<file path="config.mk">
export PLATFORM = sky130hd
export DESIGN_NAME = erom_core_table_scan
export DESIGN_NICKNAME = d
export VERILOG_FILES = /design/src/rtl/ects_pkg.sv /design/src/rtl/ects_step.sv /design/src/rtl/erom_core_table_scan.sv
export SDC_FILE = /design/constraint.sdc
export NUM_CORES = 1
export LEC_CHECK = 0
export ABC_AREA = 1
export BUFFER_PORTS_ARGS = -buffer_cell sky130_fd_sc_hd__buf_2
export CAP_MARGIN = 40
export CORE_MARGIN = 5
export CORE_UTILIZATION = 49
export DETAILED_ROUTE_END_ITERATION = 7
export HOLD_SLACK_MARGIN = 0.12
export PLACE_DENSITY_LB_ADDON = 0.08
export SYNTH_ARGS = -nofsm -noshare
export SYNTH_HDL_FRONTEND = slang
export SYNTH_SLANG_ARGS = --single-unit
</file>
<file path="constraint.sdc">
create_clock -name clk_i -period 1.6 [get_ports clk_i]
set_input_delay 0.24 -clock clk_i [delete_from_list [all_inputs] [get_ports clk_i]]
set_output_delay 0.24 -clock clk_i [all_outputs]
set_load 0.02 [all_outputs]
</file>
<file path="src/rtl/ects_pkg.sv">
`timescale 1ns / 1ps

package ects_pkg;

  localparam int unsigned CoreIdW = 12;
  localparam int unsigned PageW = 20;
  localparam int unsigned WordW = 32;
  localparam int unsigned CountW = 8;
  localparam int unsigned StatusW = 2;

  localparam logic [3:0] KIND_COMPONENT = 4'h1;
  localparam logic [3:0] KIND_ADDRESS = 4'h5;
  localparam logic [3:0] KIND_END = 4'hF;

  localparam logic [CoreIdW-1:0] CID_ARMCR4 = 12'h83E;
  localparam logic [CoreIdW-1:0] CID_ARMCM3 = 12'h82A;
  localparam logic [CoreIdW-1:0] CID_ARM7 = 12'h825;
  localparam logic [CoreIdW-1:0] CID_CHIPCOMMON = 12'h800;
  localparam logic [CoreIdW-1:0] CID_SOCRAM = 12'h80E;
  localparam logic [CoreIdW-1:0] CID_SDIODEV = 12'h829;
  localparam logic [CoreIdW-1:0] CID_D11 = 12'h812;

  localparam logic [StatusW-1:0] PHASE_RUNNING = 2'd0;
  localparam logic [StatusW-1:0] PHASE_END = 2'd1;
  localparam logic [StatusW-1:0] PHASE_LIMIT = 2'd2;

  localparam logic ACTION_START = 1'b0;

  typedef struct packed {
    logic [CoreIdW-1:0] current_core;
    logic               pair_pending;
    logic [CoreIdW-1:0] pending_core;
    logic [PageW-1:0]   chipcommon_page;
    logic [CoreIdW-1:0] arm_kind_seen;
    logic [PageW-1:0]   arm_wrapper_page;
    logic [PageW-1:0]   arm_regs_page;
    logic [PageW-1:0]   d11_wrapper_page;
    logic [PageW-1:0]   socram_wrapper_page;
    logic [PageW-1:0]   socram_regs_page;
    logic [PageW-1:0]   sdio_regs_page;
    logic [CountW-1:0]  words_seen;
    logic [StatusW-1:0] scan_phase;
  } scan_state_t;

endpackage

</file>
<file path="src/rtl/ects_step.sv">
`timescale 1ns / 1ps

module ects_step import ects_pkg::*; #(
  parameter int unsigned MAX_WORDS = 128
) (
  input  scan_state_t        state_i,
  input  logic               action_i,
  input  logic [WordW-1:0]   erom_word_i,
  output scan_state_t        state_o
);

  localparam logic [CountW-1:0] MaxWordsC = CountW'(MAX_WORDS);

  logic [3:0]       kind;
  logic             wrap;
  logic [PageW-1:0] page;
  logic             consumed;

  assign kind = erom_word_i[3:0];
  assign wrap = |erom_word_i[7:6];
  assign page = erom_word_i[WordW-1:12];

  always_comb begin
    state_o = state_i;
    consumed = 1'b0;
    if (action_i == ACTION_START) begin
      state_o = '0;
    end else if (state_i.scan_phase == PHASE_RUNNING) begin
      if (state_i.pair_pending) begin
        state_o.pair_pending = 1'b0;
        if (kind == KIND_COMPONENT) begin
          state_o.current_core = state_i.pending_core;
          consumed = 1'b1;
        end
      end
      if (!consumed) begin
        case (kind)
          KIND_END: begin
            state_o.scan_phase = PHASE_END;
          end
          KIND_COMPONENT: begin
            state_o.pair_pending = 1'b1;
            state_o.pending_core = erom_word_i[19:8];
          end
          KIND_ADDRESS: begin
            case (state_i.current_core)
              CID_CHIPCOMMON: begin
                if (!wrap) state_o.chipcommon_page = page;
              end
              CID_ARMCM3, CID_ARM7, CID_ARMCR4: begin
                state_o.arm_kind_seen = state_i.current_core;
                if (wrap) begin
                  if (state_i.arm_wrapper_page == '0) state_o.arm_wrapper_page = page;
                end else begin
                  if (state_i.arm_regs_page == '0) state_o.arm_regs_page = page;
                end
              end
              CID_SOCRAM: begin
                if (wrap) begin
                  state_o.socram_wrapper_page = page;
                end else if (state_i.socram_regs_page == '0) begin
                  state_o.socram_regs_page = page;
                end
              end
              CID_SDIODEV: begin
                if (!wrap) state_o.sdio_regs_page = page;
              end
              CID_D11: begin
                if (wrap) state_o.d11_wrapper_page = page;
              end
              default: begin
              end
            endcase
          end
          default: begin
          end
        endcase
      end
      state_o.words_seen = state_i.words_seen + CountW'(1);
      if (state_o.scan_phase == PHASE_RUNNING && state_o.words_seen >= MaxWordsC) begin
        state_o.scan_phase = PHASE_LIMIT;
        state_o.pair_pending = 1'b0;
      end
    end
  end

endmodule

</file>
<file path="src/rtl/erom_core_table_scan.sv">
`timescale 1ns / 1ps

// Scans enumeration ROM descriptor words and keeps a table of base addresses for the
// chipcommon, ARM, SoC RAM, SDIO device and D11 cores. Every request, a start or one
// descriptor word, gives one result that shows the table and scan status after it.
// The decode and table update are combinational logic in front of the table registers,
// which also hold the result, so a new request is accepted in every cycle in which
// the previous result is taken or none is waiting. Results are registered and appear
// in the cycle after their request is accepted.
module erom_core_table_scan import ects_pkg::*; #(
  parameter int unsigned MAX_WORDS = 128
) (
  input  logic               clk_i,
  input  logic               rst_ni,
  input  logic               in_valid_i,
  output logic               in_ready_o,
  input  logic               action_i,
  input  logic [WordW-1:0]   erom_word_i,
  output logic               out_valid_o,
  input  logic               out_ready_i,
  output logic [WordW-1:0]   chipcommon_base_o,
  output logic [CoreIdW-1:0] arm_core_kind_o,
  output logic [WordW-1:0]   arm_wrapper_base_o,
  output logic [WordW-1:0]   arm_regs_base_o,
  output logic [WordW-1:0]   d11_wrapper_base_o,
  output logic [WordW-1:0]   socram_wrapper_base_o,
  output logic [WordW-1:0]   socram_regs_base_o,
  output logic [WordW-1:0]   sdio_regs_base_o,
  output logic [StatusW-1:0] scan_status_o
);

  scan_state_t state_q, state_d, step_state;
  logic        out_valid_q, out_valid_d;
  logic        in_accept;

  ects_step #(
    .MAX_WORDS (MAX_WORDS)
  ) u_step (
    .state_i     (state_q),
    .action_i    (action_i),
    .erom_word_i (erom_word_i),
    .state_o     (step_state)
  );

  assign in_ready_o = !out_valid_q || out_ready_i;
  assign in_accept = in_valid_i && in_ready_o;

  always_comb begin
    state_d = in_accept ? step_state : state_q;
    out_valid_d = in_accept ? 1'b1 : (out_ready_i ? 1'b0 : out_valid_q);
  end

  always_ff @(posedge clk_i or negedge rst_ni) begin
    if (!rst_ni) begin
      state_q <= '0;
      out_valid_q <= 1'b0;
    end else begin
      state_q <= state_d;
      out_valid_q <= out_valid_d;
    end
  end

  // The table only changes on an accepted request, which needs the result slot free,
  // so the table registers double as the result register.
  assign out_valid_o = out_valid_q;
  assign chipcommon_base_o = {state_q.chipcommon_page, 12'h000};
  assign arm_core_kind_o = state_q.arm_kind_seen;
  assign arm_wrapper_base_o = {state_q.arm_wrapper_page, 12'h000};
  assign arm_regs_base_o = {state_q.arm_regs_page, 12'h000};
  assign d11_wrapper_base_o = {state_q.d11_wrapper_page, 12'h000};
  assign socram_wrapper_base_o = {state_q.socram_wrapper_page, 12'h000};
  assign socram_regs_base_o = {state_q.socram_regs_page, 12'h000};
  assign sdio_regs_base_o = {state_q.sdio_regs_page, 12'h000};
  assign scan_status_o = state_q.scan_phase;

  a_start_clears: assert property (@(posedge clk_i) disable iff (!rst_ni)
    in_accept && action_i == ACTION_START |=>
      scan_status_o == PHASE_RUNNING && chipcommon_base_o == '0 && arm_core_kind_o == '0)
    else $error("start request did not clear the table");

  a_ended_holds: assert property (@(posedge clk_i) disable iff (!rst_ni)
    state_q.scan_phase != PHASE_RUNNING && !(in_accept && action_i == ACTION_START) |=>
      $stable(state_q))
    else $error("table changed after the scan ended");

  a_arm_wrapper_once: assert property (@(posedge clk_i) disable iff (!rst_ni)
    arm_wrapper_base_o != '0 && !(in_accept && action_i == ACTION_START) |=>
      $stable(arm_wrapper_base_o))
    else $error("ARM wrapper base overwritten");

  a_no_pending_when_done: assert property (@(posedge clk_i) disable iff (!rst_ni)
    state_q.scan_phase != PHASE_RUNNING |-> !state_q.pair_pending)
    else $error("component pairing pending after scan end");

  a_hold_while_stalled: assert property (@(posedge clk_i) disable iff (!rst_ni)
    out_valid_o && !out_ready_i |=> $stable(state_q) && out_valid_o)
    else $error("result changed while waiting to be taken");

endmodule
</file>
==> key figures, run 1 <==
Run status
  • Failing checks: negative setup slack
  • Outcome: finished with violations

Power and ir drop
  • Peak VDD IR: 704 uV
  • Power Dens Cells: 1240 nW/um^2
  • Pleak: 6.37 nW

Clocking
  • TritonCTS Buffers: 17
  • Worst skew pair latency: 0.44 ns
  • Maximum buffer depth of the clock tree: 2
  • Clk slew on worst S/H paths: 0.07 ns
  • Clock sink count: 188
  • CTS tree: built
  • Cell chosen for the clock root: clkbuf_16
  • H-tree Lvls: 4

Setup path
  • Cells along the critical path: nand2_4, nand2_2, nor2_4, nand2_4, nor3_4, buf_6, buf_12, nand3_1, nand2_1
  • Worst path slowest cell: dfrtp_2
  • Worst EP arrival: 1.98 ns
  • Worst Path Max Fanout: 29
  • Data required time of the worst path: 1.97 ns
  • Crit. End Element: flop
  • Startpoint type of the worst setup path: flop
  • Critical Path Most Common Cell: nand2_4
  • Worst reg2reg setup slack: -0.01 ns
  • CP Class: reg -> reg
  • Slowest stage delay, CP: 0.43 ns

Timing
  • Final Critical Period: 1.61 ns
  • Unrepaired setup endpoints after global routing: true
  • Fin Clk Skew: 0.0132 ns
  • Final Cycle Share: 101%
  • Worst hold slack: 0.167 ns
  • Final setup viols: 10
  • F_max: 620 MHz
  • Post-route setup slack: -0.0136 ns
  • Final hold vios: 0
  • Slew Limit Fails: 0

Synth
  • Cells after Synth: 1,197
  • Post-Synthesis Cell Area: 9940 sq um
  • FFs w/ async S/R, synth: 100%
  • Ys flop type: dfrtp_1
  • Avg Inst Size Synth: 8.31 sq um
  • Synth Register Bits: 188
  • Count of cell types in the netlist: 31
  • Synth Warn #: 0
  • Top post-synthesis cells by area: dfrtp_1 47%, buf_4 18%, nand2_1 13%
  • Sequential area share after synthesis: 47.3%
  • Most numerous cell in the Yosys netlist: nand2_1
  • Share of the synthesized area in the top cell type: 47.3%
  • Yosys top cell by area: dfrtp_1
  • EDFF count, synth: 0
  • Synth cell count leaders: 333 x nand2_1, 239 x buf_4, 188 x dfrtp_1, 77 x nor2_1, 76 x nand3_1

Floorplan
  • Row Count: 52
  • Die Y-Extent: 152 um
  • Horiz. Die Dim: 152 um
  • Top-level I/O count: 277
  • CORE AREA: 20,100 sq um
  • Initial Util: 49.5%
  • Die ar.: 23,200 sq um

Place
  • PortBufs: 190
  • Setup WS pre-CTS: -0.171 ns
  • HPWL after DPL: 18,600 um
  • Placed Instances: 1,529
  • Routability Congestion: 0.853

Layout
  • Diode count: 0
  • Synth-to-Final Area Change: 15.0%
  • Ratio of cells with drive above 1 in the final layout: 27.9%
  • Layout Utilization: 56.9%
  • Layout Nets: 1,344
  • Final Non-Filler Cells: 1,589

GRT
  • Largest net degree at the start of global routing: 63
  • GRT Util Overall: 21.7%
  • Grt total ovfl: 0
  • Vias in the first global route: 7,307
  • First-pass GRT wire length: 40,600 um
  • Initial antenna violation count: 0

Detailed routing
  • Detailed-route via count: 7,564
  • Initial DRC count: 468
  • First drt pass iteration count: 4
  • Final antenna-violating net count: 0
  • Residual DRC: 0
  • Post-Route WL: 26,000 um
  • Wire per inst: 16.4 um
  • DR vias/cell: 4.76

Run
  • Max Cap Viol: 0

Hold path
  • Worst Hold Class: in -> reg
[cell families after synthesis]
kind of cell,share of synthesized area [%]
compound gates,3.69
other cells,0.0377
simple gates,25.2
buf+inv,23.3
xor+xnor,0.264
fa+ha+maj,0.126
flops,47.3
[sequential cells by signal (all words and copies together) (netlist names)]
signal                 flops
scan_status_o              2
state_q                   33
chipcommon_base_o         20
out_valid_o                1
d11_wrapper_base_o        20
arm_core_kind_o           12
arm_wrapper_base_o        20
socram_regs_base_o        20
arm_regs_base_o           20
socram_wrapper_base_o     20
sdio_regs_base_o          20
[layout by cell type (no fill, tap or decap), drive strengths merged]
cell / instances
buf: 276
conb: 84
dlygate4sd3: 14
nor2: 83
nand4: 66
inv: 79
bufinv: 1
clkbuf: 24
nand3: 77
xor2: 3
a21oi: 3
o22ai: 10
nor3: 3
o21ai: 56
or2: 1
nand2: 338
and2: 3
dfrtp: 188
and3: 1
ha: 1
clkinvlp: 2
clkinv: 5
a22o: 1
[what timing repair did]
item / in CTS / in global routing
gates cloned: 0 / 8
buffers inserted: 1 / 6
gates resized for setup: 20 / 70
endpoints found under the setup margin: 128 / 172
pin swaps: 0 / 6
endpoints found under the hold margin: 201 / 0
hold buffers: 14 / 0
[cell type report]
| class | count | area, sq um |
|---|---|---|
| Fill cell | 1882 | 8670 |
| Sequential cell | 188 | 4710 |
| Multi-Input combinational cell | 730 | 3400 |
| Timing Repair Buffer | 296 | 2130 |
| Clock buffer | 18 | 429 |
| Tap cell | 270 | 338 |
| Inverter | 73 | 274 |
| Clock inverter | 14 | 156 |
[per-stage QoR]
stage / instance area [sq um] / total power, mW / setup TNS, ns
2_1_floorplan: 10300 / 9.54 / 0
3_3_place_gp: 10200 / 9.87 / -5.71
3_5_place_dp: 10200 / 9.91 / -9.38
4_1_cts: 11000 / 14.2 / -0.00436
5_1_grt: 11400 / 15.0 / -8.98
6_report: 11400 / 14.2 / -0.0568
[power by group]
part,switching [mW],internal (mW)
Sequential,0.584,5.52
Combinational,2.59,1.26
Clock,2.02,2.22
Total,5.20,9.00
[critical path: cells and delay by family, from the launching register on]
family                 cells  cell delay (ns)
buffers and inverters      2             0.35
AND/OR/NAND/NOR            7             0.75
flip-flops                 1             0.43
[worst paths after layout]
kind	startpoint	endpoint	cells after the start
min	in_valid_i	out_valid_o$_DFFE_PN0P_	4
max reg2reg	out_valid_o$_DFFE_PN0P_	socram_wrapper_base_o[23]$_DFFE_PN0P_	9
min reg2reg	socram_wrapper_base_o[18]$_DFFE_PN0P_	socram_wrapper_base_o[18]$_DFFE_PN0P_	2
max	out_valid_o$_DFFE_PN0P_	socram_wrapper_base_o[23]$_DFFE_PN0P_	9
min in group asynchronous	rst_ni	state_q[164]$_DFFE_PN0P_	2
max in group asynchronous	rst_ni	socram_wrapper_base_o[22]$_DFFE_PN0P_	3
[per-layer routing]
layer / GRT usage, % / vias to the layer above / wire [um]
met2: 32.8 / 299 / 11500
met1: 30.6 / 3510 / 11900
met4: 6.58 / 0 / 490
met5: 0 / - / 0
li1: - / 3722 / -
met3: 6.02 / 33 / 2140
Power figures use the tool's default switching activity.
==> inputs of run 2 (changes only) <==
--- a/config.mk
+++ b/config.mk
@@ -15,4 +15,5 @@
 export PLACE_DENSITY_LB_ADDON = 0.08
 export SYNTH_ARGS = -nofsm -noshare
 export SYNTH_HDL_FRONTEND = slang
+export SYNTH_HIERARCHICAL = 1
 export SYNTH_SLANG_ARGS = --single-unit
==> key figures, run 2 <==
Timing
  • Final Critical Period: 1.95 ns (+0.338 ns)
  • Slew headroom: 63.1%
  • Slew Limit Fails: 0 (unchanged)
  • Tightest Pin Transition: 0.553 ns
  • Final Cycle Share: 122% (+21 points)
  • Final hold vios: 0 (unchanged)
  • Unrepaired setup endpoints after global routing: true
  • F_max: 512 MHz (-17%)
  • Final setup viols: 164 (+154)
  • Fin Clk Skew: 0.0168 ns (+0.00359 ns)
  • Post-route setup slack: -0.352 ns (-0.338 ns)

Place
  • HPWL after DPL: 25,500 um (+37%)
  • Routability Congestion: 0.815 (-4.5%)
  • Placed cell area: 13,900 sq um (+36%)
  • Setup WS pre-CTS: -0.231 ns (-0.0595 ns)
  • PortBufs: 190 (unchanged)
  • Placed Instances: 2,437 (+59%)

Setup path
  • Cells along the critical path: nor2_1, nand2_1, nor2_2, nand2_2, nor2_4, nand3_4, clkbuf_16, nand2_4, nand2_1, nor2_1, nand3_1, nand2_1
  • Slowest stage delay, CP: 0.40 ns (-0.03 ns)
  • CP Class: reg -> reg
  • Startpoint type of the worst setup path: flop
  • CP top delay family: simple AND/OR/NAND/NOR gates
  • Data required time of the worst path: 1.98 ns (about the same)
  • FF-to-FF Start: arm_wrapper_base_o[20]$_DFFE_PN0P_
  • Critical Path Most Common Cell: nand2_1
  • Worst Path Max Fanout: 7 (-76%)
  • Worst path bufs/invs: 1 (-1)
  • Worst path slowest cell: dfrtp_1
  • Crit path launch: arm_wrapper_base_o[20]$_DFFE_PN0P_
  • Worst EP arrival: 2.33 ns (+0.35 ns)
  • Crit. End Element: flop

Synth
  • EDFF count, synth: 0 (unchanged)
  • Post-Synthesis Cell Area: 13,200 sq um (+33%)
  • Yosys top cell by area: dfrtp_1
  • Avg Inst Size Synth: 6.45 sq um (-22%)
  • Synth Warn #: 6 (+6)
  • Share of the synthesized area in the top cell type: 35.7% (-12 points)
  • Ys flop type: dfrtp_1
  • Cells after Synth: 2,044 (+71%)
  • Count of cell types in the netlist: 33 (+6.5%)
  • FFs w/ async S/R, synth: 100% (unchanged)
  • Synth Register Bits: 188 (unchanged)
  • Synth cell count leaders: 662 x nand2_1, 365 x nor2_1, 255 x buf_4, 200 x nand3_1, 188 x dfrtp_1
  • Most numerous cell in the Yosys netlist: nand2_1
  • Sequential area share after synthesis: 35.7% (-12 points)
  • Top post-synthesis cells by area: dfrtp_1 36%, nand2_1 19%, buf_4 15%

Power and ir drop
  • Pleak: 9.47 nW (+49%)
  • Peak VDD IR: 658 uV (-6.5%)
  • Power Dens Cells: 713 nW/um^2 (-43%)

GRT
  • Initial antenna violation count: 0 (unchanged)
  • Vias in the first global route: 11,400 (+56%)
  • First-pass GRT wire length: 63,300 um (+56%)
  • Largest net degree at the start of global routing: 80 (+27%)
  • Grt total ovfl: 0 (unchanged)
  • GRT Util Overall: 26.0% (+4.3 points)

Floorplan
  • Die ar.: 30,300 sq um (+30%)
  • Initial Util: 49.4% (-0.094 points)
  • Die Y-Extent: 174 um (+14%)
  • Row Count: 60 (+15%)
  • Horiz. Die Dim: 174 um (+14%)
  • CORE AREA: 26,700 sq um (+33%)
  • Top-level I/O count: 277 (unchanged)

Clocking
  • Worst skew pair latency: 0.45 ns (about the same)
  • H-tree Lvls: 4 (unchanged)
  • Clk slew on worst S/H paths: 0.07 ns (about the same)
  • Maximum buffer depth of the clock tree: 2 (unchanged)
  • Cell chosen for the clock root: clkbuf_16
  • Clock sink count: 188 (unchanged)
  • CTS tree: built
  • TritonCTS Buffers: 17 (unchanged)

Layout
  • Largest Register: state_q
  • Layout Nets: 2,196 (+63%)
  • Most frequent cells in the layout: 596 x nand2_1, 317 x nor2_1, 193 x nand3_1
  • Max reg flops: 33 (unchanged)
  • Ratio of cells with drive above 1 in the final layout: 25.8% (-2.1 points)
  • Most common cell after layout, fill and taps aside: nand2_1
  • Fin area: 15,800 sq um (+38%)
  • Synth-to-Final Area Change: 19.6%
  • Final Non-Filler Cells: 2,513 (+58%)

Detailed routing
  • DR vias/cell: 5.02 (+5.6%)
  • First drt pass iteration count: 5 (+1)
  • Post-Route WL: 42,600 um (+64%)
  • Final antenna-violating net count: 0 (unchanged)
  • Detailed-route via count: 12,600 (+67%)
  • Initial DRC count: 1,272 (+170%)
  • Wire per inst: 17.0 um (+3.7%)
  • Residual DRC: 0 (unchanged)

Hold path
  • Worst Hold Class: in -> reg
  • Hold Crit Start: erom_word_i[11]

Run
  • Max Cap Viol: 0 (unchanged)

Run status
  • Failing checks: negative setup slack
  • Outcome: finished with violations
[run 2: cell type report]
type / count / area [sq um]
antenna: 1 / 2.50
clock buffer: 20 / 447
clock inverter: 12 / 128
fill: 2556 / 11000
inverter: 166 / 628
multi-input combinational: 1415 / 6430
sequential: 188 / 4710
tap: 341 / 427
timing repair buffer: 369 / 2990
timing repair inverter: 1 / 7.51
[run 2: through the flow]
stage          utilization, %  TNS (ns)  hold WS (ns)  power, mW
5_1_grt                  59.0    -46.46         0.180       11.7
4_1_cts                  55.5    -17.98         0.148       11.1
6_report                 59.0    -29.66         0.159       11.2
3_3_place_gp             51.9    -20.82         0.261       6.65
2_1_floorplan               -         0       -0.0556       6.13
3_5_place_dp             51.9    -25.09         0.263       6.66
[run 2: worst paths after layout]
check / endpoint / slack (ns) / cells past startpoint
max: arm_wrapper_base_o[26]$_DFFE_PN0P_ / -0.35 / 12
min: state_q[165]$_DFFE_PN0P_ / 0.16 / 5
max reg2reg: arm_wrapper_base_o[26]$_DFFE_PN0P_ / -0.35 / 12
min reg2reg: state_q[9]$_DFFE_PN0P_ / 0.48 / 2
max in group asynchronous: arm_wrapper_base_o[13]$_DFFE_PN0P_ / 0.64 / 3
min in group asynchronous: socram_regs_base_o[14]$_DFFE_PN0P_ / 0.33 / 2
[run 2: cell families after synthesis]
family	Yosys count	share of synthesized area, %
flip-flops	188	35.7
AO/OA/AOI/OAI	78	3.07
AND/OR/NAND/NOR	1251	38.2
XOR/XNOR	1	0.0664
other	1	0.0284
buffers and inverters	524	22.9
adder cells (fa/ha/maj)	1	0.0948
[run 2: what timing repair did]
action | 4_1_cts | 5_1_grt
gates resized for setup | 50 | 179
hold endpoints to repair | 44 | 0
endpoints found under the setup margin | 173 | 181
buffers inserted | 5 | 19
pin swaps | 21 | 104
hold buffers | 2 | 0
gates cloned | 6 | 16
[run 2: layer usage]
metal | routed length [um] | up-vias | share of wire, % | track usage [%]
li1 | - | 6112 | - | -
met1 | 18700 | 5978 | 44 | 35.1
met2 | 20200 | 481 | 47 | 43.3
met3 | 2580 | 56 | 6.1 | 3.83
met4 | 1130 | 0 | 2.7 | 8.18
met5 | 0 | - | 0 | 0
[run 2: tightest hold or removal path, delay by kind of cell]
family	cells	cell delay [ns]
buf+inv	1	0.08
simple gates	4	0.25
[run 2: power breakdown]
group	leakage [nW]	switching, mW	internal, mW	total, mW
Combinational	6.59	1.37	0.601	1.97
Sequential	2.61	0.0782	4.83	4.91
Clock	0.272	2.12	2.24	4.36
